--- src/design/ptdt_pkg.sv ---
// ----------------------------------------------------------------------------
// ptdt_pkg: shared types and constants for the periodic task due table
// Request codes, request/result payloads and the token that walks the cells.
// ----------------------------------------------------------------------------
package ptdt_pkg;

  localparam int NUM_SLOTS   = 8;
  localparam int MAX_RESULTS = 8;
  localparam int CNT_W       = $clog2(MAX_RESULTS + 1);

  typedef enum logic [1:0] {
    REQ_REGISTER = 2'd0,
    REQ_ENABLE   = 2'd1,
    REQ_TICK     = 2'd2,
    REQ_CLEAR    = 2'd3
  } req_t;

  typedef struct packed {
    logic [1:0]  req_type;
    logic [31:0] now_ms;
    logic [31:0] interval_ms;
    logic [7:0]  target_id;
    logic        enable_value;
  } in_t;

  typedef struct packed {
    logic       ok;
    logic [7:0] result_id;
    logic [3:0] due_count;
    logic       last;
  } out_t;

  // request token handed from cell to cell, one cell per cycle
  typedef struct packed {
    logic        valid;
    req_t        req;
    logic [31:0] now_ms;
    logic [31:0] interval_ms;
    logic [7:0]  target_id;
    logic        enable_value;
    logic [7:0]  new_id;
    logic        hit;
  } tok_t;

  // due report from one cell during a tick scan
  typedef struct packed {
    logic       valid;
    logic [7:0] id;
  } rpt_t;

endpackage

--- src/design/ptdt_cell.sv ---
// ----------------------------------------------------------------------------
// ptdt_cell: one task slot of the chain
// Acts on the request token passing by, then hands the token to the next cell.
// ----------------------------------------------------------------------------
module ptdt_cell (
  input  logic            clk,
  input  logic            rst_n,
  input  ptdt_pkg::tok_t  tok_i,
  output ptdt_pkg::tok_t  tok_o,
  output ptdt_pkg::rpt_t  rpt_o
);

  logic           used_r, used_nxt;
  logic           en_r, en_nxt;
  logic [7:0]     id_r, id_nxt;
  logic [31:0]    intv_r, intv_nxt;
  logic [31:0]    last_r, last_nxt;
  ptdt_pkg::tok_t tok_r, tok_nxt;
  ptdt_pkg::rpt_t rpt_r, rpt_nxt;
  logic [31:0]    elapsed;

  assign elapsed = tok_i.now_ms - last_r;

  always_comb begin
    used_nxt    = used_r;
    en_nxt      = en_r;
    id_nxt      = id_r;
    intv_nxt    = intv_r;
    last_nxt    = last_r;
    tok_nxt     = tok_i;
    rpt_nxt     = '0;
    rpt_nxt.id  = id_r;
    if (tok_i.valid) begin
      case (tok_i.req)
        ptdt_pkg::REQ_REGISTER: begin
          if (!tok_i.hit && (tok_i.interval_ms != '0) && !used_r) begin
            used_nxt    = 1'b1;
            en_nxt      = 1'b1;
            id_nxt      = tok_i.new_id;
            intv_nxt    = tok_i.interval_ms;
            last_nxt    = tok_i.now_ms;
            tok_nxt.hit = 1'b1;
          end
        end
        ptdt_pkg::REQ_ENABLE: begin
          if (!tok_i.hit && (tok_i.target_id != '0) && used_r &&
              (id_r == tok_i.target_id)) begin
            en_nxt = tok_i.enable_value;
            if (tok_i.enable_value) begin
              last_nxt = tok_i.now_ms;
            end
            tok_nxt.hit = 1'b1;
          end
        end
        ptdt_pkg::REQ_TICK: begin
          if (used_r && en_r && (elapsed >= intv_r)) begin
            last_nxt      = tok_i.now_ms;
            rpt_nxt.valid = 1'b1;
          end
        end
        ptdt_pkg::REQ_CLEAR: begin
          used_nxt = 1'b0;
          en_nxt   = 1'b0;
          id_nxt   = '0;
          intv_nxt = '0;
          last_nxt = '0;
        end
        default: begin
        end
      endcase
    end
  end

  always_ff @(posedge clk) begin
    if (!rst_n) begin
      used_r <= 1'b0;
      en_r   <= 1'b0;
      id_r   <= '0;
      intv_r <= '0;
      last_r <= '0;
      tok_r  <= '0;
      rpt_r  <= '0;
    end else begin
      used_r <= used_nxt;
      en_r   <= en_nxt;
      id_r   <= id_nxt;
      intv_r <= intv_nxt;
      last_r <= last_nxt;
      tok_r  <= tok_nxt;
      rpt_r  <= rpt_nxt;
    end
  end

  assign tok_o = tok_r;
  assign rpt_o = rpt_r;

endmodule

--- src/design/ptdt_collect.sv ---
// ----------------------------------------------------------------------------
// ptdt_collect: result builder at the end of the chain
// Holds back one due id so the final one can carry last and the due count.
// ----------------------------------------------------------------------------
module ptdt_collect (
  input  logic            clk,
  input  logic            rst_n,
  input  logic            clr,
  input  ptdt_pkg::rpt_t  rpt_i,
  input  ptdt_pkg::tok_t  end_tok_i,
  output logic            done_o,
  output logic            out_strobe,
  output ptdt_pkg::out_t  out_data
);

  localparam int CW = ptdt_pkg::CNT_W;

  ptdt_pkg::tok_t fin_r;
  logic           pend_v_r, pend_v_nxt;
  logic [7:0]     pend_id_r, pend_id_nxt;
  logic [CW-1:0]  n_r, n_nxt;
  logic [3:0]     cnt_r, cnt_nxt;
  logic           strobe_r, strobe_nxt;
  ptdt_pkg::out_t data_r, data_nxt;

  always_comb begin
    pend_v_nxt  = pend_v_r;
    pend_id_nxt = pend_id_r;
    n_nxt       = n_r;
    cnt_nxt     = cnt_r;
    strobe_nxt  = 1'b0;
    data_nxt    = '0;
    if (clr) begin
      pend_v_nxt = 1'b0;
      n_nxt      = '0;
      cnt_nxt    = '0;
    end else if (rpt_i.valid) begin
      if (cnt_r != 4'hF) begin
        cnt_nxt = cnt_r + 4'd1;
      end
      if (n_r < CW'(ptdt_pkg::MAX_RESULTS)) begin
        n_nxt       = n_r + CW'(1);
        pend_v_nxt  = 1'b1;
        pend_id_nxt = rpt_i.id;
        // the held id is known not to be the last one now
        if (pend_v_r) begin
          strobe_nxt         = 1'b1;
          data_nxt.ok        = 1'b1;
          data_nxt.result_id = pend_id_r;
        end
      end
    end
    if (fin_r.valid) begin
      strobe_nxt    = 1'b1;
      data_nxt.last = 1'b1;
      case (fin_r.req)
        ptdt_pkg::REQ_REGISTER: begin
          data_nxt.ok        = fin_r.hit;
          data_nxt.result_id = fin_r.hit ? fin_r.new_id : 8'd0;
        end
        ptdt_pkg::REQ_ENABLE: begin
          data_nxt.ok = fin_r.hit;
        end
        ptdt_pkg::REQ_TICK: begin
          if (pend_v_r) begin
            data_nxt.ok        = 1'b1;
            data_nxt.result_id = pend_id_r;
            data_nxt.due_count = cnt_r;
          end
        end
        ptdt_pkg::REQ_CLEAR: begin
          data_nxt.ok = 1'b1;
        end
        default: begin
        end
      endcase
    end
  end

  always_ff @(posedge clk) begin
    if (!rst_n) begin
      fin_r     <= '0;
      pend_v_r  <= 1'b0;
      pend_id_r <= '0;
      n_r       <= '0;
      cnt_r     <= '0;
      strobe_r  <= 1'b0;
      data_r    <= '0;
    end else begin
      fin_r     <= end_tok_i;
      pend_v_r  <= pend_v_nxt;
      pend_id_r <= pend_id_nxt;
      n_r       <= n_nxt;
      cnt_r     <= cnt_nxt;
      strobe_r  <= strobe_nxt;
      data_r    <= data_nxt;
    end
  end

  assign done_o     = fin_r.valid;
  assign out_strobe = strobe_r;
  assign out_data   = data_r;

endmodule

--- src/design/periodic_task_due_table_top.sv ---
// The last result of a request passes the token register, every slot cell, then the
// collector's end and output registers; one request in flight, none taken while busy.
// Every request walks the whole chain of slot cells, one cell per cycle.
// Tick scans give up to MAX_RESULTS strobed results, at most one per cycle.
// Synchronous active-low reset empties all slots and sets the next id to one.
// The receiver cannot stall results; each is strobed for one cycle.
// ----------------------------------------------------------------------------
// periodic_task_due_table_top: periodic task due table
// A chain of slot cells with an id counter and a result builder at the end.
// ----------------------------------------------------------------------------
module periodic_task_due_table_top (
  input  logic            clk,
  input  logic            rst_n,
  input  logic            start,
  input  ptdt_pkg::in_t   in_data,
  output logic            busy,
  output logic            out_strobe,
  output ptdt_pkg::out_t  out_data
);

  localparam int N = ptdt_pkg::NUM_SLOTS;

  logic           accept;
  logic           busy_r, busy_nxt;
  logic [7:0]     next_id_r, next_id_nxt;
  ptdt_pkg::tok_t tok0_r, tok0_nxt;
  ptdt_pkg::tok_t tok [N+1];
  ptdt_pkg::rpt_t rpt [N];
  ptdt_pkg::rpt_t rpt_any;
  logic           done;

  assign accept = start && !busy_r;

  always_comb begin
    tok0_nxt              = '0;
    tok0_nxt.valid        = accept;
    tok0_nxt.req          = ptdt_pkg::req_t'(in_data.req_type);
    tok0_nxt.now_ms       = in_data.now_ms;
    tok0_nxt.interval_ms  = in_data.interval_ms;
    tok0_nxt.target_id    = in_data.target_id;
    tok0_nxt.enable_value = in_data.enable_value;
    tok0_nxt.new_id       = next_id_r;
  end

  assign tok[0] = tok0_r;

  for (genvar i = 0; i < N; i++) begin : g_cell
    ptdt_cell u_cell (
      .clk   (clk),
      .rst_n (rst_n),
      .tok_i (tok[i]),
      .tok_o (tok[i+1]),
      .rpt_o (rpt[i])
    );
  end

  // only the cell holding the token can report, so an OR is enough
  always_comb begin
    rpt_any = '0;
    for (int i = 0; i < N; i++) begin
      rpt_any.valid = rpt_any.valid | rpt[i].valid;
      rpt_any.id    = rpt_any.id | (rpt[i].id & {8{rpt[i].valid}});
    end
  end

  ptdt_collect u_collect (
    .clk        (clk),
    .rst_n      (rst_n),
    .clr        (accept),
    .rpt_i      (rpt_any),
    .end_tok_i  (tok[N]),
    .done_o     (done),
    .out_strobe (out_strobe),
    .out_data   (out_data)
  );

  always_comb begin
    next_id_nxt = next_id_r;
    if (tok[N].valid) begin
      if ((tok[N].req == ptdt_pkg::REQ_REGISTER) && tok[N].hit) begin
        next_id_nxt = (next_id_r == 8'hFF) ? 8'd1 : next_id_r + 8'd1;
      end else if (tok[N].req == ptdt_pkg::REQ_CLEAR) begin
        next_id_nxt = 8'd1;
      end
    end
    busy_nxt = busy_r;
    if (accept) begin
      busy_nxt = 1'b1;
    end else if (done) begin
      busy_nxt = 1'b0;
    end
  end

  always_ff @(posedge clk) begin
    if (!rst_n) begin
      busy_r    <= 1'b0;
      next_id_r <= 8'd1;
      tok0_r    <= '0;
    end else begin
      busy_r    <= busy_nxt;
      next_id_r <= next_id_nxt;
      tok0_r    <= tok0_nxt;
    end
  end

  assign busy = busy_r;

endmodule

--- config.mk ---
export PLATFORM = sky130hd
export DESIGN_NAME = periodic_task_due_table_top
export DESIGN_NICKNAME = d
export VERILOG_FILES = /design/src/design/ptdt_pkg.sv /design/src/design/ptdt_cell.sv /design/src/design/ptdt_collect.sv /design/src/design/periodic_task_due_table_top.sv
export SDC_FILE = /design/constraint.sdc
export NUM_CORES = 2
export LEC_CHECK = 0
export ABC_CLOCK_PERIOD_IN_PS = 16800
export BUFFER_PORTS_ARGS = -buffer_cell sky130_fd_sc_hd__buf_2
export CORE_UTILIZATION = 35
export DETAILED_ROUTE_END_ITERATION = 8
export HOLD_SLACK_MARGIN = 0.03
export PLACE_DENSITY = 0.59
export SLEW_MARGIN = 10
export SYNTH_ARGS = -nofsm -noshare
export SYNTH_HDL_FRONTEND = slang
export SYNTH_SLANG_ARGS = --single-unit
--- constraint.sdc ---
create_clock -name clk -period 16.8 [get_ports clk]
set_clock_uncertainty 0.1 [all_clocks]
set_input_delay 3.36 -clock clk [delete_from_list [all_inputs] [get_ports clk]]
set_output_delay 3.36 -clock clk [all_outputs]
set_load 0.005 [all_outputs]
==> run_results.csv <==
group,metric,value,unit
critical_path,crit_required,17380,ps
floorplan,die_w,427,um
critical_path,critPathMaxStageDelay,620,ps
logic_synthesis,syn_area_per_cell,9.38,um^2
floorplan,rows,155,
floorplan,start_util,0.354,
placement,dpl_cell_area,66200,um^2
min_path,min_path_type,"reg2reg",
floorplan,dieHeight,427,um
clock_network,cts.sinks,1408,
clock_network,path_clk_slew,60,ps
critical_path,path_buf_inv,3,
critical_path,critical_path.max_fanout,64,
status,outcome,"finished, final reports clean",
global_routing,antenna_found_initial,0,
clock_network,cts_setup_buffers,0,
layout,final_cell_mix,"1408 x dfxtp_1, 730 x and2_1, 606 x inv_1, 566 x nand2_1, 507 x ha_1",
timing,whs,335,ps
logic_synthesis,ys_warn_count,0,
clock_network,cts_max_path_buffers,3,
logic_synthesis,synth_ff_type,"dfxtp_1",
layout,mostFrequentLayoutCell,"dfxtp_1",
clock_network,cts_resized,0,
layout,num_antenna_cells,0,
placement,port_buffers,93,
timing,tightest_slew,1110,ps
logic_synthesis,synth_seq_area_share,0.445,
critical_path,worst_path_dominant_cell_family,"compound AO/OA/AOI/OAI gates",
route,drtAntennaViolNets,0,
route,dr.pass1.iters,7,
logic_synthesis,synth_cells,6758,
placement,dp.cells,8984,
timing,post-route-period-util,0.382,
pwr,seqPwrFrac,0.460,
critical_path,cp_data_arrival_time,7000,ps
timing,setup_viol,0,
pwr,p_leak,30.1,nW
layout,fin_util,0.397,
layout,fin_area,71200,um^2
pwr,swShare,0.245,
timing,rsz0062_at_grt,"no",
placement,place_congestion,0.874,
timing,finalHoldViolCount,0,
clock_network,htree_levels,4,
global_routing,grt_pass1_wl,244000,um
global_routing,grt.total_usage,0.165,
floorplan,core-area,179000,um^2
logic_synthesis,netlist_area,63400,um^2
floorplan,die_area,183000,um^2
logic_synthesis,ys_types,84,
clock_network,cts_buffers,144,
clock_network,root_buffer,"clkbuf_16",
pwr,ir_worst_vdd,0.0000906,V
logic_synthesis,synth_seq_cells,1408,
logic_synthesis,synth_nets,7351,
global_routing,grt_pass1_vias,45200,
route,routed_wirelength,152000,um
timing,slew_viol_final,0,
pwr,clockPowerShare,0.448,
critical_path,worstSetupEndpointType,"flip-flop",
critical_path,path_class,"reg2reg",
timing,max_freq,156,MHz
critical_path,cp_cell_sequence,"inv_1 -> ha_1 -> inv_1 -> fa_1 -> a211o_1 -> a21oi_1 -> o21ai_0 -> a211oi_1 -> o21bai_1 -> a22o_1 -> o41ai_2 -> o31ai_1 -> a221oi_2 -> xnor2_1 -> ha_1 -> nand4_1 -> or4_1 -> o41a_1 -> o211ai_1 -> buf_4 -> nand3_1 -> o31ai_1",
layout,fin_cells,9248,
global_routing,grt_max_degree,237,
pwr,internal_power,5.61,mW
layout,area_delta_synth_final,12.3,%
critical_path,critPathLaunchType,"flip-flop",
clock_network,cts-hold-fix-buffers,0,
logic_synthesis,synth_edf_count,0,
route,wire_per_inst,16.4,um
global_routing,grt.overflow.total,0,
timing,slew_headroom,0.255,
pwr,combPwrFrac,0.092,
floorplan,ios,94,
critical_path,crit_path_top_delay_cell,"or4_1",
placement,post-dp-hpwl,114000,um
timing,period_minus_slack,6420,ps
route,drt_iter0_markers,2624,
pwr,cellPowerDensity,104,nW/um^2
route,vias,45900,
timing,setup_tns,0,ps
layout,nNetsFinal,7368,
pwr,switchingPower,1.82,mW
route,post-route-drc-count,0,
clock_network,clock_latency,780,ps
layout,drive_gt1_frac,0.0602,
flow_run,cap_viol_max_count,0,
route,vias_per_cell,4.96,
clock_network,cts_tree,"yes",
layout,fillers,17700,
logic_synthesis,ys_async_sr_fraction,0,
==> worst register-to-register path, stage by stage (launching register included) <==
cell and delay, ps:
dfxtp_1 290, inv_1 80, ha_1 180, inv_1 70
fa_1 470, a211o_1 290, a21oi_1 190, o21ai_0 160
a211oi_1 270, o21bai_1 200, a22o_1 320, o41ai_2 400
o31ai_1 220, a221oi_2 280, xnor2_1 110, ha_1 300
nand4_1 190, or4_1 620, o41a_1 540, o211ai_1 220
buf_4 540, nand3_1 210, o31ai_1 100
==> cell families (layout without fill, tap and decap cells) <==
group | count (synthesis) | in the layout | synth area share
and+or+nand+nor | 2092 | 2092 | 0.172
DFF | 1408 | 1408 | 0.445
AOI/OAI and AO/OA | 1390 | 1390 | 0.158
buffers and inverters | 871 | 1006 | 0.0522
adders and majority gates | 515 | 515 | 0.103
xor gates and xnor gates | 282 | 282 | 0.0390
muxes | 200 | 200 | 0.0316
==> sequential cells by signal, indices dropped and copies added, names as in the netlist, 11 cells and up <==
signal                count
g_cell.u_cell.id_r       64
g_cell.u_cell.intv_r    256
g_cell.u_cell.last_r    256
g_cell.u_cell.rpt_o      72
g_cell.u_cell.tok_o     607
tok                      84
u_collect.fin_r          11
u_collect.out_data       14
==> path summary, 6_finish.rpt <==
check / slack [ps] / startpoint / cells after the start / endpoint
max: 10380 / g_cell[4].u_cell.tok_o[50] / 22 / g_cell[5].u_cell.last_r[20]
min: 330 / g_cell[4].u_cell.tok_o[7] / 2 / g_cell[5].u_cell.tok_o[7]
max reg2reg: 10380 / g_cell[4].u_cell.tok_o[50] / 22 / g_cell[5].u_cell.last_r[20]
min reg2reg: 330 / g_cell[4].u_cell.tok_o[7] / 2 / g_cell[5].u_cell.tok_o[7]
==> power by group through the flow <==
stage | Combinational (mW) | Sequential [mW] | Clock, mW
CTS | 0.686 | 3.41 | 3.41
global route | 0.764 | 3.42 | 3.55
global placement | 0.665 | 3.49 | 0
finish | 0.681 | 3.41 | 3.33
floorplan | 0.515 | 3.47 | 0
detailed placement | 0.680 | 3.49 | 0
==> cells in the mapped netlist (18+ instances only) <==
cell / n / area [um^2]
o21bai_1: 26 / 195
xor2_1: 93 / 815
ha_1: 507 / 6340
mux2i_1: 200 / 2000
o21ai_0: 96 / 480
o31ai_1: 50 / 375
a31oi_1: 31 / 194
a22oi_1: 44 / 330
nor2b_1: 37 / 231
nor4_1: 89 / 557
a21o_1: 241 / 1810
o211ai_1: 21 / 158
o21ai_1: 46 / 230
nor3_1: 39 / 195
o21a_1: 38 / 285
a211oi_1: 25 / 188
nor2_1: 267 / 1000
nand2_1: 567 / 2130
and3_1: 36 / 225
or3_1: 18 / 113
nand4_1: 95 / 594
dfxtp_1: 1408 / 28200
a21oi_1: 292 / 1460
a221oi_1: 22 / 193
clkbuf_1: 243 / 912
inv_1: 606 / 2270
nand2b_1: 50 / 313
a22o_1: 314 / 2750
xnor2_1: 189 / 1660
nand3_1: 109 / 546
and2_1: 730 / 4570
==> area by class of cell <==
cell class,instances,area (um^2),share of cell area
clock inverter,54,754,0.0106
tap,2355,2950,0.0414
multi-input combinational,4479,32000,0.450
inverter,607,2280,0.0321
sequential,1408,28200,0.396
clock buffer,210,4210,0.0592
timing repair buffer,135,803,0.0113
==> layer usage <==
metal	GRT usage	vias up	wire length (um)
met5	0	-	0
met4	0.0472	0	3320
met3	0.0223	204	5460
met2	0.268	752	68700
met1	0.227	21600	74600
li1	-	23300	-
==> through the flow <==
stage	worst slack [ps]	power (mW)
after floorplan	11330	3.98
after global placement	10160	4.15
after detailed placement	10120	4.17
after CTS	10360	7.51
after global routing	9920	7.73
final	10380	7.42
(Power assumes the default switching activity.)
